**src/sv/acsdk_pkg.sv**
```systemverilog
// Shared types, constants and character helpers for the alphanumeric Caesar block.
`timescale 1ns / 1ps

package acsdk_pkg;

  // configuration register indexes
  localparam int unsigned CfgIdxW  = 2;
  localparam int unsigned CfgDataW = 11;
  localparam logic [CfgIdxW-1:0] CFG_SHIFT_KEY = 2'd0;
  localparam logic [CfgIdxW-1:0] CFG_DYN_MODE  = 2'd1;
  localparam logic [CfgIdxW-1:0] CFG_DYN_ENC   = 2'd2;

  // alphanumeric count width (segment depth must stay at or below 63; not checked)
  localparam int unsigned CntW = 6;

  // command queue between front and back
  localparam int unsigned CmdqDepth = 4;

  localparam logic [7:0] CHR_HYPHEN = 8'h2d;
  localparam logic [7:0] CHR_SPACE  = 8'h20;
  localparam logic [7:0] CHR_TAB    = 8'h09;
  localparam logic [7:0] CHR_CR     = 8'h0d;
  localparam logic [7:0] CHR_LA     = 8'h61;
  localparam logic [7:0] CHR_LZ     = 8'h7a;
  localparam logic [7:0] CHR_UA     = 8'h41;
  localparam logic [7:0] CHR_UZ     = 8'h5a;
  localparam logic [7:0] CHR_D0     = 8'h30;
  localparam logic [7:0] CHR_D9     = 8'h39;

  typedef struct packed {
    logic [7:0] in_char;
    logic       end_of_text;
  } in_item_t;

  typedef struct packed {
    logic [7:0] out_char;
    logic       last_of_run;
    logic       overflow;
  } out_item_t;

  typedef enum logic {
    ACT_EMIT = 1'b0,
    ACT_HOLD = 1'b1
  } act_e;

  // one command per accepted word: optional segment release plus the byte itself
  typedef struct packed {
    act_e       act;
    logic       rel;
    logic       ovf;
    logic [7:0] chr;
    logic [4:0] ek26;
    logic [3:0] ek10;
    logic [4:0] rk26;
    logic [3:0] rk10;
  } cmd_t;

  function automatic logic is_alnum(input logic [7:0] c);
    is_alnum = (c >= CHR_LA && c <= CHR_LZ) || (c >= CHR_UA && c <= CHR_UZ) ||
               (c >= CHR_D0 && c <= CHR_D9);
  endfunction

  function automatic logic is_space(input logic [7:0] c);
    is_space = (c == CHR_SPACE) || (c >= CHR_TAB && c <= CHR_CR);
  endfunction

  // rotate by keys already reduced mod 26 and mod 10
  function automatic logic [7:0] rotate_chr(input logic [7:0] c, input logic [4:0] k26,
                                            input logic [3:0] k10);
    logic [5:0] t;
    logic [4:0] d;
    t = '0;
    d = '0;
    rotate_chr = c;
    if (c >= CHR_LA && c <= CHR_LZ) begin
      t = 6'(c - CHR_LA) + 6'(k26);
      if (t >= 6'd26) t = t - 6'd26;
      rotate_chr = CHR_LA + 8'(t);
    end else if (c >= CHR_UA && c <= CHR_UZ) begin
      t = 6'(c - CHR_UA) + 6'(k26);
      if (t >= 6'd26) t = t - 6'd26;
      rotate_chr = CHR_UA + 8'(t);
    end else if (c >= CHR_D0 && c <= CHR_D9) begin
      d = 5'(c - CHR_D0) + 5'(k10);
      if (d >= 5'd10) d = d - 5'd10;
      rotate_chr = CHR_D0 + 8'(d);
    end
  endfunction

endpackage

```
**src/sv/acsdk_front.sv**
```systemverilog
// Front end: accepts input words, classifies them, tracks segment state, issues commands.
`timescale 1ns / 1ps

module acsdk_front import acsdk_pkg::*; #(
  parameter int unsigned SEGMENT_DEPTH = 32
) (
  input  logic                clk_i,
  input  logic                rst_ni,
  input  logic                push,
  output logic                full,
  input  in_item_t            in_data_i,
  input  logic [CfgDataW-1:0] shift_key_i,
  input  logic                dyn_mode_i,
  input  logic                dyn_enc_i,
  input  logic                cmd_full_i,
  output logic                cmd_valid_o,
  output cmd_t                cmd_o
);

  localparam int unsigned FillW = $clog2(SEGMENT_DEPTH + 1);
  localparam logic [FillW-1:0] FillFull = FillW'(SEGMENT_DEPTH);

  logic [FillW-1:0] fill_q, fill_d, fill_inc;
  logic [FillW-1:0] alnum_q, alnum_d, alnum_inc, rel_cnt;
  logic             hyphen_q, hyphen_d;
  logic             accept;

  // static key reduction: offset by a common multiple of 26 and 10 to go positive,
  // then reciprocal multiply
  logic [11:0] key_u, s_r26, s_r10;
  logic [23:0] prod26;
  logic [24:0] prod10;
  logic [6:0]  s_q26;
  logic [7:0]  s_q10;

  // dynamic key reduction from the alphanumeric count
  logic [CntW-1:0] cnt, d_r26, d_r10;
  logic [13:0]     cnt_p;
  logic [2:0]      d_q10;
  logic [4:0]      rk26;
  logic [3:0]      rk10;

  assign accept      = push && !cmd_full_i;
  assign full        = cmd_full_i;
  assign cmd_valid_o = accept;

  always_comb begin
    key_u  = 12'({shift_key_i[CfgDataW-1], shift_key_i}) + 12'd1040;
    prod26 = 24'(key_u) * 24'd2521;
    prod10 = 25'(key_u) * 25'd6554;
    s_q26  = prod26[22:16];
    s_q10  = prod10[23:16];
    s_r26  = key_u - 12'(12'(s_q26) * 12'd26);
    s_r10  = key_u - 12'(12'(s_q10) * 12'd10);
  end

  assign fill_inc  = fill_q + FillW'(1);
  assign alnum_inc = alnum_q + FillW'(is_alnum(in_data_i.in_char));
  assign rel_cnt   = (dyn_mode_i && !is_space(in_data_i.in_char) &&
                      !(in_data_i.in_char == CHR_HYPHEN && !hyphen_q)) ? alnum_inc : alnum_q;

  always_comb begin
    cnt   = CntW'(rel_cnt);
    d_r26 = (cnt >= 6'd52) ? cnt - 6'd52 : ((cnt >= 6'd26) ? cnt - 6'd26 : cnt);
    cnt_p = 14'(cnt) * 14'd205;
    d_q10 = cnt_p[13:11];
    d_r10 = cnt - 6'(6'(d_q10) * 6'd10);
    rk26  = d_r26[4:0];
    rk10  = d_r10[3:0];
    // decrypt shifts backward
    if (!dyn_enc_i) begin
      rk26 = (rk26 == 5'd0) ? 5'd0 : 5'd26 - rk26;
      rk10 = (rk10 == 4'd0) ? 4'd0 : 4'd10 - rk10;
    end
  end

  always_comb begin
    fill_d   = fill_q;
    alnum_d  = alnum_q;
    hyphen_d = hyphen_q;
    cmd_o.act  = ACT_EMIT;
    cmd_o.rel  = (fill_q != '0);
    cmd_o.ovf  = 1'b0;
    cmd_o.chr  = in_data_i.in_char;
    cmd_o.ek26 = '0;
    cmd_o.ek10 = '0;
    cmd_o.rk26 = rk26;
    cmd_o.rk10 = rk10;
    if (!dyn_mode_i) begin
      cmd_o.ek26 = s_r26[4:0];
      cmd_o.ek10 = s_r10[3:0];
      fill_d     = '0;
      alnum_d    = '0;
      hyphen_d   = 1'b0;
    end else if (is_space(in_data_i.in_char)) begin
      fill_d   = '0;
      alnum_d  = '0;
      hyphen_d = 1'b0;
    end else if (in_data_i.in_char == CHR_HYPHEN && !hyphen_q) begin
      fill_d   = '0;
      alnum_d  = '0;
      hyphen_d = 1'b1;
    end else begin
      cmd_o.act = ACT_HOLD;
      if (fill_inc == FillFull) begin
        cmd_o.rel = 1'b1;
        cmd_o.ovf = 1'b1;
        fill_d    = '0;
        alnum_d   = '0;
      end else if (in_data_i.end_of_text) begin
        cmd_o.rel = 1'b1;
        fill_d    = '0;
        alnum_d   = '0;
      end else begin
        cmd_o.rel = 1'b0;
        fill_d    = fill_inc;
        alnum_d   = alnum_inc;
      end
    end
    if (in_data_i.end_of_text) hyphen_d = 1'b0;
  end

  always_ff @(posedge clk_i or negedge rst_ni) begin
    if (!rst_ni) begin
      fill_q   <= '0;
      alnum_q  <= '0;
      hyphen_q <= 1'b0;
    end else if (accept) begin
      fill_q   <= fill_d;
      alnum_q  <= alnum_d;
      hyphen_q <= hyphen_d;
    end
  end

endmodule

```
**src/sv/acsdk_cmdq.sv**
```systemverilog
// Small command queue decoupling the front end from the back end.
`timescale 1ns / 1ps

module acsdk_cmdq import acsdk_pkg::*; (
  input  logic clk_i,
  input  logic rst_ni,
  input  logic wr_valid_i,
  input  cmd_t wr_data_i,
  output logic full_o,
  output logic rd_valid_o,
  input  logic rd_pop_i,
  output cmd_t rd_data_o
);

  localparam int unsigned PtrW = $clog2(CmdqDepth);

  cmd_t            entry_q [CmdqDepth];
  logic [PtrW-1:0] wp_q, rp_q;
  logic [PtrW:0]   cnt_q;
  logic            do_wr, do_rd;

  assign full_o     = (cnt_q == (PtrW + 1)'(CmdqDepth));
  assign rd_valid_o = (cnt_q != '0);
  assign rd_data_o  = entry_q[rp_q];
  assign do_wr      = wr_valid_i && !full_o;
  assign do_rd      = rd_pop_i && rd_valid_o;

  always_ff @(posedge clk_i) begin
    if (do_wr) entry_q[wp_q] <= wr_data_i;
  end

  always_ff @(posedge clk_i or negedge rst_ni) begin
    if (!rst_ni) begin
      wp_q  <= '0;
      rp_q  <= '0;
      cnt_q <= '0;
    end else begin
      if (do_wr) wp_q <= wp_q + PtrW'(1);
      if (do_rd) rp_q <= rp_q + PtrW'(1);
      if (do_wr && !do_rd) begin
        cnt_q <= cnt_q + (PtrW + 1)'(1);
      end else if (do_rd && !do_wr) begin
        cnt_q <= cnt_q - (PtrW + 1)'(1);
      end
    end
  end

endmodule

```
**src/sv/acsdk_back.sv**
```systemverilog
// Back end: segment buffer, replay of held segments and output register.
`timescale 1ns / 1ps

module acsdk_back import acsdk_pkg::*; #(
  parameter int unsigned SEGMENT_DEPTH = 32
) (
  input  logic      clk_i,
  input  logic      rst_ni,
  input  logic      cmd_valid_i,
  input  cmd_t      cmd_i,
  output logic      cmd_pop_o,
  output logic      empty,
  input  logic      pop,
  output out_item_t out_data_o
);

  localparam int unsigned FillW = $clog2(SEGMENT_DEPTH + 1);
  localparam int unsigned AddrW = $clog2(SEGMENT_DEPTH);

  typedef enum logic [1:0] {
    ST_IDLE,
    ST_REL,
    ST_EMIT
  } state_e;

  logic [7:0]       seg_mem [SEGMENT_DEPTH];
  state_e           state_q, state_d;
  cmd_t             cur_q, cur_d;
  logic [FillW-1:0] wp_q, wp_d, ri_q, ri_d;
  logic             rd_valid_q, rd_valid_d;
  logic [7:0]       rd_data_q;
  out_item_t        out_q, out_d;
  logic             out_valid_q, out_valid_d;
  logic             out_free, out_load, mem_we, rd_en;

  assign out_free   = !out_valid_q || pop;
  assign empty      = !out_valid_q;
  assign out_data_o = out_q;

  always_comb begin
    state_d     = state_q;
    cur_d       = cur_q;
    wp_d        = wp_q;
    ri_d        = ri_q;
    rd_valid_d  = rd_valid_q;
    out_d       = out_q;
    out_load    = 1'b0;
    mem_we      = 1'b0;
    rd_en       = 1'b0;
    cmd_pop_o   = 1'b0;
    out_valid_d = out_valid_q && !pop;
    case (state_q)
      ST_IDLE: begin
        if (cmd_valid_i) begin
          cmd_pop_o = 1'b1;
          cur_d     = cmd_i;
          ri_d      = '0;
          if (cmd_i.act == ACT_HOLD) begin
            mem_we = 1'b1;
            wp_d   = wp_q + FillW'(1);
          end
          if (cmd_i.rel) begin
            state_d = ST_REL;
          end else if (cmd_i.act == ACT_EMIT) begin
            state_d = ST_EMIT;
          end
        end
      end
      ST_REL: begin
        // one-deep read stage in front of the output register
        if (rd_valid_q && out_free) begin
          out_load          = 1'b1;
          out_d.out_char    = rotate_chr(rd_data_q, cur_q.rk26, cur_q.rk10);
          out_d.overflow    = cur_q.ovf;
          out_d.last_of_run = (ri_q == wp_q) && (cur_q.act == ACT_HOLD);
          rd_valid_d        = 1'b0;
        end
        if (!rd_valid_q || out_free) begin
          if (ri_q != wp_q) begin
            rd_en      = 1'b1;
            ri_d       = ri_q + FillW'(1);
            rd_valid_d = 1'b1;
          end else begin
            wp_d    = '0;
            state_d = (cur_q.act == ACT_HOLD) ? ST_IDLE : ST_EMIT;
          end
        end
      end
      ST_EMIT: begin
        if (out_free) begin
          out_load          = 1'b1;
          out_d.out_char    = rotate_chr(cur_q.chr, cur_q.ek26, cur_q.ek10);
          out_d.last_of_run = 1'b1;
          out_d.overflow    = 1'b0;
          state_d           = ST_IDLE;
        end
      end
      default: state_d = ST_IDLE;
    endcase
    if (out_load) out_valid_d = 1'b1;
  end

  always_ff @(posedge clk_i) begin
    if (mem_we) seg_mem[wp_q[AddrW-1:0]] <= cmd_i.chr;
    if (rd_en) rd_data_q <= seg_mem[ri_q[AddrW-1:0]];
  end

  always_ff @(posedge clk_i or negedge rst_ni) begin
    if (!rst_ni) begin
      state_q     <= ST_IDLE;
      cur_q       <= '0;
      out_q       <= '0;
      wp_q        <= '0;
      ri_q        <= '0;
      rd_valid_q  <= 1'b0;
      out_valid_q <= 1'b0;
    end else begin
      state_q     <= state_d;
      cur_q       <= cur_d;
      out_q       <= out_d;
      wp_q        <= wp_d;
      ri_q        <= ri_d;
      rd_valid_q  <= rd_valid_d;
      out_valid_q <= out_valid_d;
    end
  end

endmodule

```
**src/sv/alnum_caesar_shift_dynamic_key.sv**
```systemverilog
// Top level: alphanumeric Caesar rotation of a byte stream with static or per-segment key.
// Input side is a queue: a word (byte plus end-of-text flag) is taken when push is high
// and full is low. Output side is a queue: the oldest result sits on out_data_o while
// empty is low and is taken when pop is high. Configuration is a valid/ready write port
// (index 0 shift key, 1 dynamic mode, 2 dynamic direction), always ready; write it only
// while the block is idle.
// Static mode: each byte gives one rotated result; the first byte after dynamic mode also
// releases any held segment. The back end fetches and then emits each byte, which sets
// the sustained rate. Dynamic mode: a held byte is only written to the segment buffer;
// a released segment is replayed from it at one byte per cycle while the output is not
// stalled; a delimiter byte follows. The front end keeps taking words via a 4-entry
// command queue while the back end replays, so full rises only when that queue is full.
// A stalled receiver holds the output register; the back end then waits and the queue
// fills behind it. Reset empties both queues, clears segment state and config registers.
`timescale 1ns / 1ps

module alnum_caesar_shift_dynamic_key import acsdk_pkg::*; #(
  parameter int unsigned SEGMENT_DEPTH = 32
) (
  input  logic                clk_i,
  input  logic                rst_ni,
  input  logic                push,
  output logic                full,
  input  in_item_t            in_data_i,
  output logic                empty,
  input  logic                pop,
  output out_item_t           out_data_o,
  input  logic                cfg_valid_i,
  output logic                cfg_ready_o,
  input  logic [CfgIdxW-1:0]  cfg_index_i,
  input  logic [CfgDataW-1:0] cfg_data_i
);

  logic [CfgDataW-1:0] shift_key_q;
  logic                dyn_mode_q, dyn_enc_q;
  logic                cmdq_full, front_valid, cmdq_valid, cmdq_pop;
  cmd_t                front_cmd, cmdq_cmd;

  assign cfg_ready_o = 1'b1;

  always_ff @(posedge clk_i or negedge rst_ni) begin
    if (!rst_ni) begin
      shift_key_q <= '0;
      dyn_mode_q  <= 1'b0;
      dyn_enc_q   <= 1'b0;
    end else if (cfg_valid_i) begin
      case (cfg_index_i)
        CFG_SHIFT_KEY: shift_key_q <= cfg_data_i;
        CFG_DYN_MODE:  dyn_mode_q  <= cfg_data_i[0];
        CFG_DYN_ENC:   dyn_enc_q   <= cfg_data_i[0];
        default: ;
      endcase
    end
  end

  acsdk_front #(
    .SEGMENT_DEPTH(SEGMENT_DEPTH)
  ) u_front (
    .clk_i       (clk_i),
    .rst_ni      (rst_ni),
    .push        (push),
    .full        (full),
    .in_data_i   (in_data_i),
    .shift_key_i (shift_key_q),
    .dyn_mode_i  (dyn_mode_q),
    .dyn_enc_i   (dyn_enc_q),
    .cmd_full_i  (cmdq_full),
    .cmd_valid_o (front_valid),
    .cmd_o       (front_cmd)
  );

  acsdk_cmdq u_cmdq (
    .clk_i      (clk_i),
    .rst_ni     (rst_ni),
    .wr_valid_i (front_valid),
    .wr_data_i  (front_cmd),
    .full_o     (cmdq_full),
    .rd_valid_o (cmdq_valid),
    .rd_pop_i   (cmdq_pop),
    .rd_data_o  (cmdq_cmd)
  );

  acsdk_back #(
    .SEGMENT_DEPTH(SEGMENT_DEPTH)
  ) u_back (
    .clk_i       (clk_i),
    .rst_ni      (rst_ni),
    .cmd_valid_i (cmdq_valid),
    .cmd_i       (cmdq_cmd),
    .cmd_pop_o   (cmdq_pop),
    .empty       (empty),
    .pop         (pop),
    .out_data_o  (out_data_o)
  );

endmodule

```
**config.mk**
```make
export PLATFORM = sky130hd
export DESIGN_NAME = alnum_caesar_shift_dynamic_key
export DESIGN_NICKNAME = d
export VERILOG_FILES = /design/src/sv/acsdk_pkg.sv /design/src/sv/acsdk_front.sv /design/src/sv/acsdk_cmdq.sv /design/src/sv/acsdk_back.sv /design/src/sv/alnum_caesar_shift_dynamic_key.sv
export SDC_FILE = /design/constraint.sdc
export NUM_CORES = 1
export LEC_CHECK = 0
export ABC_AREA = 1
export BUFFER_PORTS_ARGS = -buffer_cell sky130_fd_sc_hd__buf_4
export CAP_MARGIN = 20
export CORE_ASPECT_RATIO = 1.4
export CORE_UTILIZATION = 28
export DETAILED_ROUTE_END_ITERATION = 12
export GPL_TIMING_DRIVEN = 0
export PLACE_DENSITY = 0.43
export SLEW_MARGIN = 10
export SYNTH_ARGS = -nofsm -noshare
export SYNTH_HDL_FRONTEND = slang
export SYNTH_SLANG_ARGS = --single-unit
```
**constraint.sdc**
```tcl
create_clock -name clk_i -period 6.1 [get_ports clk_i]
set_input_delay 0.61 -clock clk_i [delete_from_list [all_inputs] [get_ports clk_i]]
set_output_delay 0.61 -clock clk_i [all_outputs]
set_load 0.01 [all_outputs]
```
-- After elaboration in Yosys (flattened, before gate mapping)
Memories as Yosys holds them, arrays and structs flattened. A register that Yosys moved wholly into a read port is not among the register bits.
Index checks and enable logic that the tools add are counted.
- register bits after elaboration: 87
- RAM bits: 372
- input bits: 27
- output and inout bits: 13
- word-level logic and storage cells: 277
- memories kept: 2
- memory list (name ; depth ; bits a word ; rd ports ; clocked after Yosys merged registers in ; write ports ; RTL line ; RTL):
    u_back.seg_mem ; 32 ; 8 ; 1 ; 1 ; 1 ; acsdk_back.sv:26 ; logic [7:0] seg_mem [SEGMENT_DEPTH];
    u_cmdq.entry_q ; 4 ; 29 ; 1 ; 0 ; 1 ; acsdk_cmdq.sv:17 ; cmd_t entry_q [CmdqDepth];
- $add $sub $neg: 40
- multipliers: 6
- $lt $le $gt $ge: 28
- eq/ne operators: 19
- muxes and demuxes: 105
- reduce and logical (&&, ||, !) cells: 53
- operator list (operator ; number):
    two-way mux 6 bit ; 36
    two-way mux 5 bit ; 16
    greater-or-equal comparator 8 x 7 -> 1 bit, second input constant ; 6
    less-or-equal comparator 8 x 7 -> 1 bit, second input constant ; 6
    two-way mux 8 bit ; 6
    multiplier 12 x 12 -> 23 bit, second input constant ; 2
    adder 7 x 6 -> 8 bit, first input constant ; 4
    greater-or-equal comparator 6 x 5 -> 1 bit, second input constant ; 5
    two-way mux 1 bit ; 25
    adder 6 x 5 -> 6 bit ; 4
    greater-or-equal comparator 8 x 6 -> 1 bit, second input constant ; 3
    less-or-equal comparator 8 x 6 -> 1 bit, second input constant ; 3
    one-hot mux 6 bit (2 select lines) ; 2
    subtractor 6 x 5 -> 6 bit, second input constant ; 4
    logical AND 1 bit ; 21
    two-way mux 10 bit ; 2
    one-hot mux 10 bit (2 select lines) ; 1
    subtractor 5 bit, second input constant ; 4
    adder 6 x 1 -> 6 bit, second input constant ; 3
    == test 8 x 6 -> 1 bit, second input constant ; 2
    two-way mux 3 bit ; 5
    adder 6 x 5 -> 7 bit, first input constant ; 2
    multiplier 6 x 8 -> 14 bit, second input constant ; 1
    two-way mux 2 bit ; 7
    46 further kinds ; 81

-- Depth between registers and ports, before layout
Gate-level depths: netlist (run 1).
- word-level depth: 15
- depth in mapped cells: 36
- mapped depth without buffers: 36

-- By module
A second synthesis (run 1) with hierarchy kept.
- cells, all modules: 2770
- area total of the unflattened synthesis: 27575.2 um^2
- by module, submodules not included (module ; times used ; cells each ; area an instance (um^2) ; seq. area each (um^2)):
    acsdk_back ; 1 ; 1496 ; 15168.3 ; 9278.9
    acsdk_front ; 1 ; 812 ; 6720.2 ; 325.3
    acsdk_cmdq ; 1 ; 398 ; 5126.2 ; 3658.5
    alnum_caesar_shift_dynamic_key ; 1 ; 64 ; 560.5 ; 325.3

-- Worst setup path before layout (run 1)
No wires, ideal clock.
- path type: reg2reg
- start point: register shift_key_q[4]
- end point: memory u_cmdq.entry_q[0][12] (netlist bit), data pin
- setup time: 0.264 ns
- arrival: 6.072 ns
- required time: 5.836 ns
- setup slack: -0.235 ns
- cell stages (with the launch flop): 22
- buffers on the path: 0
- clock period less this slack: 6.335 ns
- cells stage by stage: dfrtp_1 -> ha_1 -> xor2_1 -> ha_1 -> fa_1 -> fa_1 -> fa_1 -> fa_1 -> ha_1 -> nand2_1 -> nor4_1 -> nand2_1 -> o311ai_0 -> xor2_1 -> ha_1 -> fa_1 -> xor2_1 -> xnor2_1 -> xnor2_1 -> xor2_1 -> a21oi_1 -> o21a_1
- RTL lines (element ; RTL line ; RTL):
    from (decl) ; alnum_caesar_shift_dynamic_key.sv:34 ; logic [CfgDataW-1:0] shift_key_q;
    from (signal assigned) ; alnum_caesar_shift_dynamic_key.sv:48 ; CFG_SHIFT_KEY: shift_key_q <= cfg_data_i;
    to (decl) ; acsdk_cmdq.sv:17 ;

==> metrics, run 1 <==
status complete, but fails checks; failing checks setup timing; Critical Path, Cell by Cell ha_4 -> nand4_1 -> nand2_2 -> clkinv_4 -> buf_4 -> ha_4 -> fa_1 -> fa_1 -> fa_1 -> fa_1 -> ha_4 -> nand2_4 -> nor4_2 -> nand2_1 -> o311ai_4 -> xor2_2 -> ha_2 -> fa_2 -> xor2_2 -> xnor2_1 -> xnor2_1 -> xor2_1 -> a21oi_1 -> o21a_1; highest cell delay on the worst timing path 0.53 ns; post-route setup slack -0.0559 ns; per-cell routed wire length 19.5 µm; Tmin final 6.16 ns; Worst Hold Launch in_data_i[0]; internal reg-to-reg setup slack -0.06 ns; crit end category flip-flop; clock sinks 462; DR vias 18881; H-tree Lvls 2; cell family with most CP delay adder cells; syn_nets 2887; critical path launch point type flip-flop; Critical Path AT 6.48 ns; post-layout net count 3031; DR vias/cell 4.76; routed wl met3 2320 µm; Slew Viols, Final 0; commonest non-fill, non-tap cell in the layout edfxtp_1; die area 95400 µm²; relative slew slack 31.1%; final hold violation count 0; CP Data Required Time 6.43 ns; Netlist cell types 63; Placeable Area 92800 µm²; PortBufs 38; # DRC 0; worst hold stages 2; First-pass DRT Iterations 9; clock tree buffer depth 3; M1 WL 29100 µm; vias in the first global route 19840; FF+latch count, synth 462; n_diodes 0; r2r endpoint u_cmdq.entry_q[3][12]; CP dominant cell by count fa_1; layout cells sized above 1 12.1%; post-synthesis sequential area ratio 51.0%; reg2reg start shift_key_q[4]; most frequent cells in the layout edfxtp_1, nor2_1, o21ai_0; synthesized instance count 2575; worst-skew pair later-pin latency 0.66 ns; clock slew seen by the registers of the worst setup and hold paths 0.07 ns; Die Height 365 µm; Post-synth EDFFs 376; post-detail-place hpwl 57800 µm; Yosys top cell area share 42.8%; crit-path max FO 4; end-of-flow core utilization 33.6%; first-pass GRT wire length 118000 µm; GP Congestion 0.886; DR iter-0 viols 1130; site row count 132; remaining antenna violation count after routing 0; synth warn 0; syn avg cell area 10.2 µm²; unrepaired setup endpoints after global routing yes; largest area contributor in the synthesized netlist edfxtp_1; worst r2r path cells 24; Final setup viols 8; Initial Util 28.4%; Critical-path top delay cell fa_1; antenna violations before repair 1; synthesized area 26400 µm²; CTS tree built; Post-synth ARST share 18.6%; routed length on met2 43800 µm; worst slew pin tran 1.03 ns; top_reg_cell synth edfxtp_1; pin count of the biggest net entering global routing 51; Endpoint, Worst Hold u_front.alnum_q[5]; area delta synth->final 18.2%; clk_skew 0.0592 ns; IO Count 40; number of buffers created by CTS 49; Root Buffer clkbuf_16; synth top area cells edfxtp_1, ha_1, dfrtp_1, fa_1, o21ai_0; Peak Freq 0.162 GHz; Buf/Inv on CP 2; Post-Route WL 77400 µm; Max Used Layer met4; Hold Path Class input port to flip-flop; max-cap violations 0; Die W 261 µm; All-Layer GR Usage 16.4%; Crit Path Class flip-flop to flip-flop; final worst path period share 101%; Overflow after GRT 0
-- routing by layer --
layer	vias to the layer above	track usage, %
met5	-	0
met4	0	4.97
met3	95	1.94
met2	295	33.0
met1	9398	17.4
li1	9093	-
-- stage by stage --
| step | worst slack, ns | setup TNS, ns | cell area [µm²] | std cells | hold WS, ns |
|---|---|---|---|---|---|
| after CTS | -0.0472 | -0.182 | 31000 | 3956 | 0.190 |
| after detailed placement | -1.33 | -23.48 | 28700 | 3832 | 0.471 |
| final | -0.0559 | -0.321 | 31200 | 3964 | 0.230 |
| after global placement | -1.32 | -21.33 | 28200 | 3819 | 0.479 |
| after floorplan | 0.0109 | 0 | 26400 | 2575 | 0.314 |
| after global routing | -0.320 | -2.42 | 31200 | 3964 | 0.202 |
-- worst register-to-register path: stages (launching register included) --
cell,delay [ns]
dfrtp_2,0.44
ha_4,0.20
nand4_1,0.16
nand2_2,0.15
clkinv_4,0.09
buf_4,0.16
ha_4,0.25
fa_1,0.53
fa_1,0.44
fa_1,0.52
fa_1,0.46
ha_4,0.31
nand2_4,0.07
nor4_2,0.21
nand2_1,0.14
o311ai_4,0.13
xor2_2,0.15
ha_2,0.20
fa_2,0.35
xor2_2,0.16
xnor2_1,0.18
xnor2_1,0.15
xor2_1,0.20
a21oi_1,0.09
o21a_1,0.17
-- flip-flops by register name, summed over array words and instances (netlist names), 2 cells and up --
name and count:
u_back.seg_mem 256, u_cmdq.entry_q 112, u_back.cur_q 27, shift_key_q 11, u_back.out_data_o 10, u_back.rd_data_q 8
u_back.ri_q 6, u_back.wp_q 6, u_front.alnum_q 6, u_front.fill_q 6, u_cmdq.cnt_q 3, u_back.state_q 2
u_cmdq.rp_q 2, u_cmdq.wp_q 2
-- synthesized netlist by cell type, types with 5 or more instances --
library cell,instances
nand2_1,296
edfxtp_1,376
xor2_1,50
o211ai_1,7
o21ai_1,12
clkbuf_1,79
nor3_1,11
inv_2,11
a21o_1,6
inv_1,299
nand2_4,7
a31oi_1,16
nand4_1,11
xnor2_1,21
nor2_1,353
o21ai_2,5
or2_2,6
a21oi_1,69
ha_1,198
nand2_2,10
nor2_2,10
o21ai_0,293
fa_1,87
dfrtp_1,86
o22ai_1,100
xor2_2,6
nand3_1,87
-- worst max-delay path by stage --
stage / from / endpoint / slack (ns) / depth (start not counted)
finish: shift_key_q[4] / u_cmdq.entry_q[3][12] / -0.06 / 24
global route: shift_key_q[4] / u_cmdq.entry_q[2][17] / -0.32 / 34
CTS: shift_key_q[4] / u_cmdq.entry_q[1][17] / -0.05 / 33
detailed placement: shift_key_q[4] / u_cmdq.entry_q[3][17] / -1.33 / 32
global placement: shift_key_q[4] / u_cmdq.entry_q[3][17] / -1.32 / 32
floorplan: shift_key_q[6] / u_cmdq.entry_q[0][17] / 0.01 / 34
-- layout make-up --
cell class,instances,area [µm²]
fill,9372,61700
sequential,462,13500
multi-input combinational,1715,12000
tap,1206,1510
clock buffer,58,1290
inverter,311,1190
timing repair buffer,93,935
clock inverter,32,463
buffer,87,345
-- kinds of logic after synthesis --
| logic type | after synthesis | share of synthesized area, % |
|---|---|---|
| AO/OA/AOI/OAI | 536 | 11.4 |
| XOR/XNOR | 78 | 2.79 |
| adder cells (fa/ha/maj) | 285 | 16.0 |
| buffers and inverters | 398 | 5.74 |
| flip-flops | 462 | 51.0 |
| multiplexers | 4 | 0.171 |
| other | 1 | 0.0142 |
| AND/OR/NAND/NOR | 811 | 12.9 |
-- timing repair --
item                                    4_1_cts  5_1_grt
resized for setup                            67       15
buffers inserted                             33        8
pin swaps                                    65       32
endpoints found under the setup margin       28       20
hold endpoints to repair                     19        0
hold buffers                                  1        0
Power of run 1 is left out: the tool's default activity adds up to more than one toggle a clock period on the data nets, which glitch-free logic cannot reach.
==> run 2: changes to the inputs <==
--- a/config.mk
+++ b/config.mk
@@ -5,7 +5,6 @@
 export SDC_FILE = /design/constraint.sdc
 export NUM_CORES = 1
 export LEC_CHECK = 0
-export ABC_AREA = 1
 export BUFFER_PORTS_ARGS = -buffer_cell sky130_fd_sc_hd__buf_4
 export CAP_MARGIN = 20
 export CORE_ASPECT_RATIO = 1.4
==> metrics, run 2 <==
status complete, but fails checks; failing checks setup timing; crit end category flip-flop; Die Height 362 µm; Final setup viols 16; highest cell delay on the worst timing path 0.53 ns; Critical-path top delay cell fa_1; Overflow after GRT 0; number of buffers created by CTS 50; post-detail-place hpwl 47400 µm; DR vias/cell 4.70; clk_skew 0.0296 ns; FF+latch count, synth 462; Critical Path AT 6.85 ns; GP Congestion 0.803; DR iter-0 viols 584; post-layout net count 2338; synth top area cells edfxtp_1, ha_1, mux4_2, dfrtp_1, fa_1; internal reg-to-reg setup slack -0.40 ns; antenna violations before repair 0; die area 93900 µm²; Design Area, Final 31100 µm²; unrepaired setup endpoints after global routing yes; remaining antenna violation count after routing 0; most common cell in the synthesized netlist edfxtp_1; setup TNS -4.65 ns; Die W 259 µm; clock tree buffer depth 3; Crit Path Class flip-flop to flip-flop; r2r endpoint u_cmdq.entry_q[0][17]; reg2reg start shift_key_q[4]; first-pass GRT wire length 99900 µm; Initial Util 28.4%; Endpoint, Worst Hold shift_key_q[1]; top_reg_cell synth edfxtp_1; Post-Route WL 64600 µm; clock slew seen by the registers of the worst setup and hold paths 0.06 ns; PortBufs 38; relative slew slack 29.9%; Post-synth EDFFs 376; Placeable Area 91500 µm²; vias in the first global route 16740; Peak Freq 0.154 GHz; All-Layer GR Usage 14.0%; First-pass DRT Iterations 5; IO Count 40; critical path launch point type flip-flop; most frequent cells in the layout edfxtp_1, inv_1, ha_1; synthesized instance count 1855; n_diodes 0; syn avg cell area 14.0 µm²; pin count of the biggest net entering global routing 59; worst hold stages 3; layout cells sized above 1 23.8%; Root Buffer clkbuf_16; CTS tree built; Post-synth ARST share 18.6%; post-route setup slack -0.400 ns; DR vias 15341; Slew Viols, Final 0; CP dominant cell by count xnor2_1; max-cap violations 0; final hold violation count 0; crit-path max FO 6; syn_nets 2167; largest area contributor in the synthesized netlist edfxtp_1; Netlist cell types 92; final worst path period share 107%; CP Data Required Time 6.45 ns; worst r2r path cells 28; # DRC 0; Post-Place Cell Area 28100 µm²; Hold Path Class input port to flip-flop; Synth top cells by count edfxtp_1, ha_1, inv_1; Worst Hold Launch cfg_data_i[1]; commonest non-fill, non-tap cell in the layout edfxtp_1; per-cell routed wire length 19.8 µm; area delta synth->final 19.9%; post-synthesis sequential area ratio 51.8%; max reg flops 256; clock sinks 462; synth warn 0; worst slew pin tran 1.05 ns; Yosys top cell area share 43.5%; synthesized area 25900 µm²; site row count 131; Tmin final 6.50 ns; H-tree Lvls 2; worst-skew pair later-pin latency 0.61 ns
[run 2: changes by cell type in the layout (fill, tap and decap cells not counted), sizes merged, moves of 45 or more]
cell	before	now
inv	311	193
o21ai	311	75
mux4	0	108
nor2	365	107
o22ai	100	9
clkbuf	137	89
nand3	92	24
xnor2	22	67
nand2	313	101
[run 2: layout make-up]
cell class / instances / area (µm²)
clock buffers: 57 / 1290
clock inverters: 37 / 502
fillers: 8998 / 60300
plain buffers: 51 / 235
well taps: 1197 / 1500
flip-flops and latches: 462 / 13400
repair buffers: 119 / 998
multi-input cells: 1149 / 12400
inverters: 193 / 743
[run 2: through the flow]
step,instances,hold WS [ns],util (%),worst slack [ns]
2_1_floorplan,1855,0.314,-,-0.246
3_3_place_gp,3090,0.470,30.6,-1.47
3_5_place_dp,3095,0.476,30.8,-1.52
4_1_cts,3249,0.183,33.7,-0.527
5_1_grt,3265,0.194,34.0,-0.788
6_report,3265,0.216,34.0,-0.400
[run 2: worst max-delay path by stage]
stage / startpoint / endpoint / slack, ns / cells past startpoint
finish: shift_key_q[4] / u_cmdq.entry_q[0][17] / -0.40 / 28
CTS: shift_key_q[4] / u_cmdq.entry_q[2][17] / -0.53 / 29
global placement: in_data_i[3] / u_cmdq.entry_q[0][3] / -1.47 / 29
floorplan: shift_key_q[5] / u_cmdq.entry_q[0][17] / -0.25 / 29
detailed placement: in_data_i[2] / u_cmdq.entry_q[2][3] / -1.52 / 29
global route: shift_key_q[4] / u_cmdq.entry_q[0][17] / -0.79 / 28
[run 2: logic make-up (layout without fill, tap and decap cells)]
group                    Yosys count  after routing  synth area share (%)
flip-flops                       462            462                  51.8
AND/OR/NAND/NOR                  354            354                  6.73
adder cells (fa/ha/maj)          285            285                  16.3
buffers and inverters            244            457                  3.59
AO/OA/AOI/OAI                    239            239                  6.02
multiplexers                     171            171                  12.0
XOR/XNOR                          99             99                  3.56
other                              1              1                0.0145
[run 2: critical path: cells and delay by family, from the launching register on]
| kind | cells | cell delay [ns] |
|---|---|---|
| adders and majority gates | 8 | 2.94 |
| xor gates and xnor gates | 6 | 1.06 |
| AOI/OAI and AO/OA | 6 | 0.92 |
| and+or+nand+nor | 3 | 0.48 |
| DFF | 1 | 0.44 |
| buffers and inverters | 5 | 0.38 |
[run 2: per-layer routing]
layer,GRT usage (%),routed length [µm]
met3,1.66,1700
met2,27.2,35900
met1,15.4,24900
met5,0,0
met4,4.99,2170
[run 2: what timing repair did]
action	4_1_cts	5_1_grt
pin swaps	71	46
endpoints found under the hold margin	28	0
gates resized for setup	88	32
setup buffers	59	14
hold buffers	1	0
setup endpoints to repair	32	24
Power of run 2 is left out for the same reason.
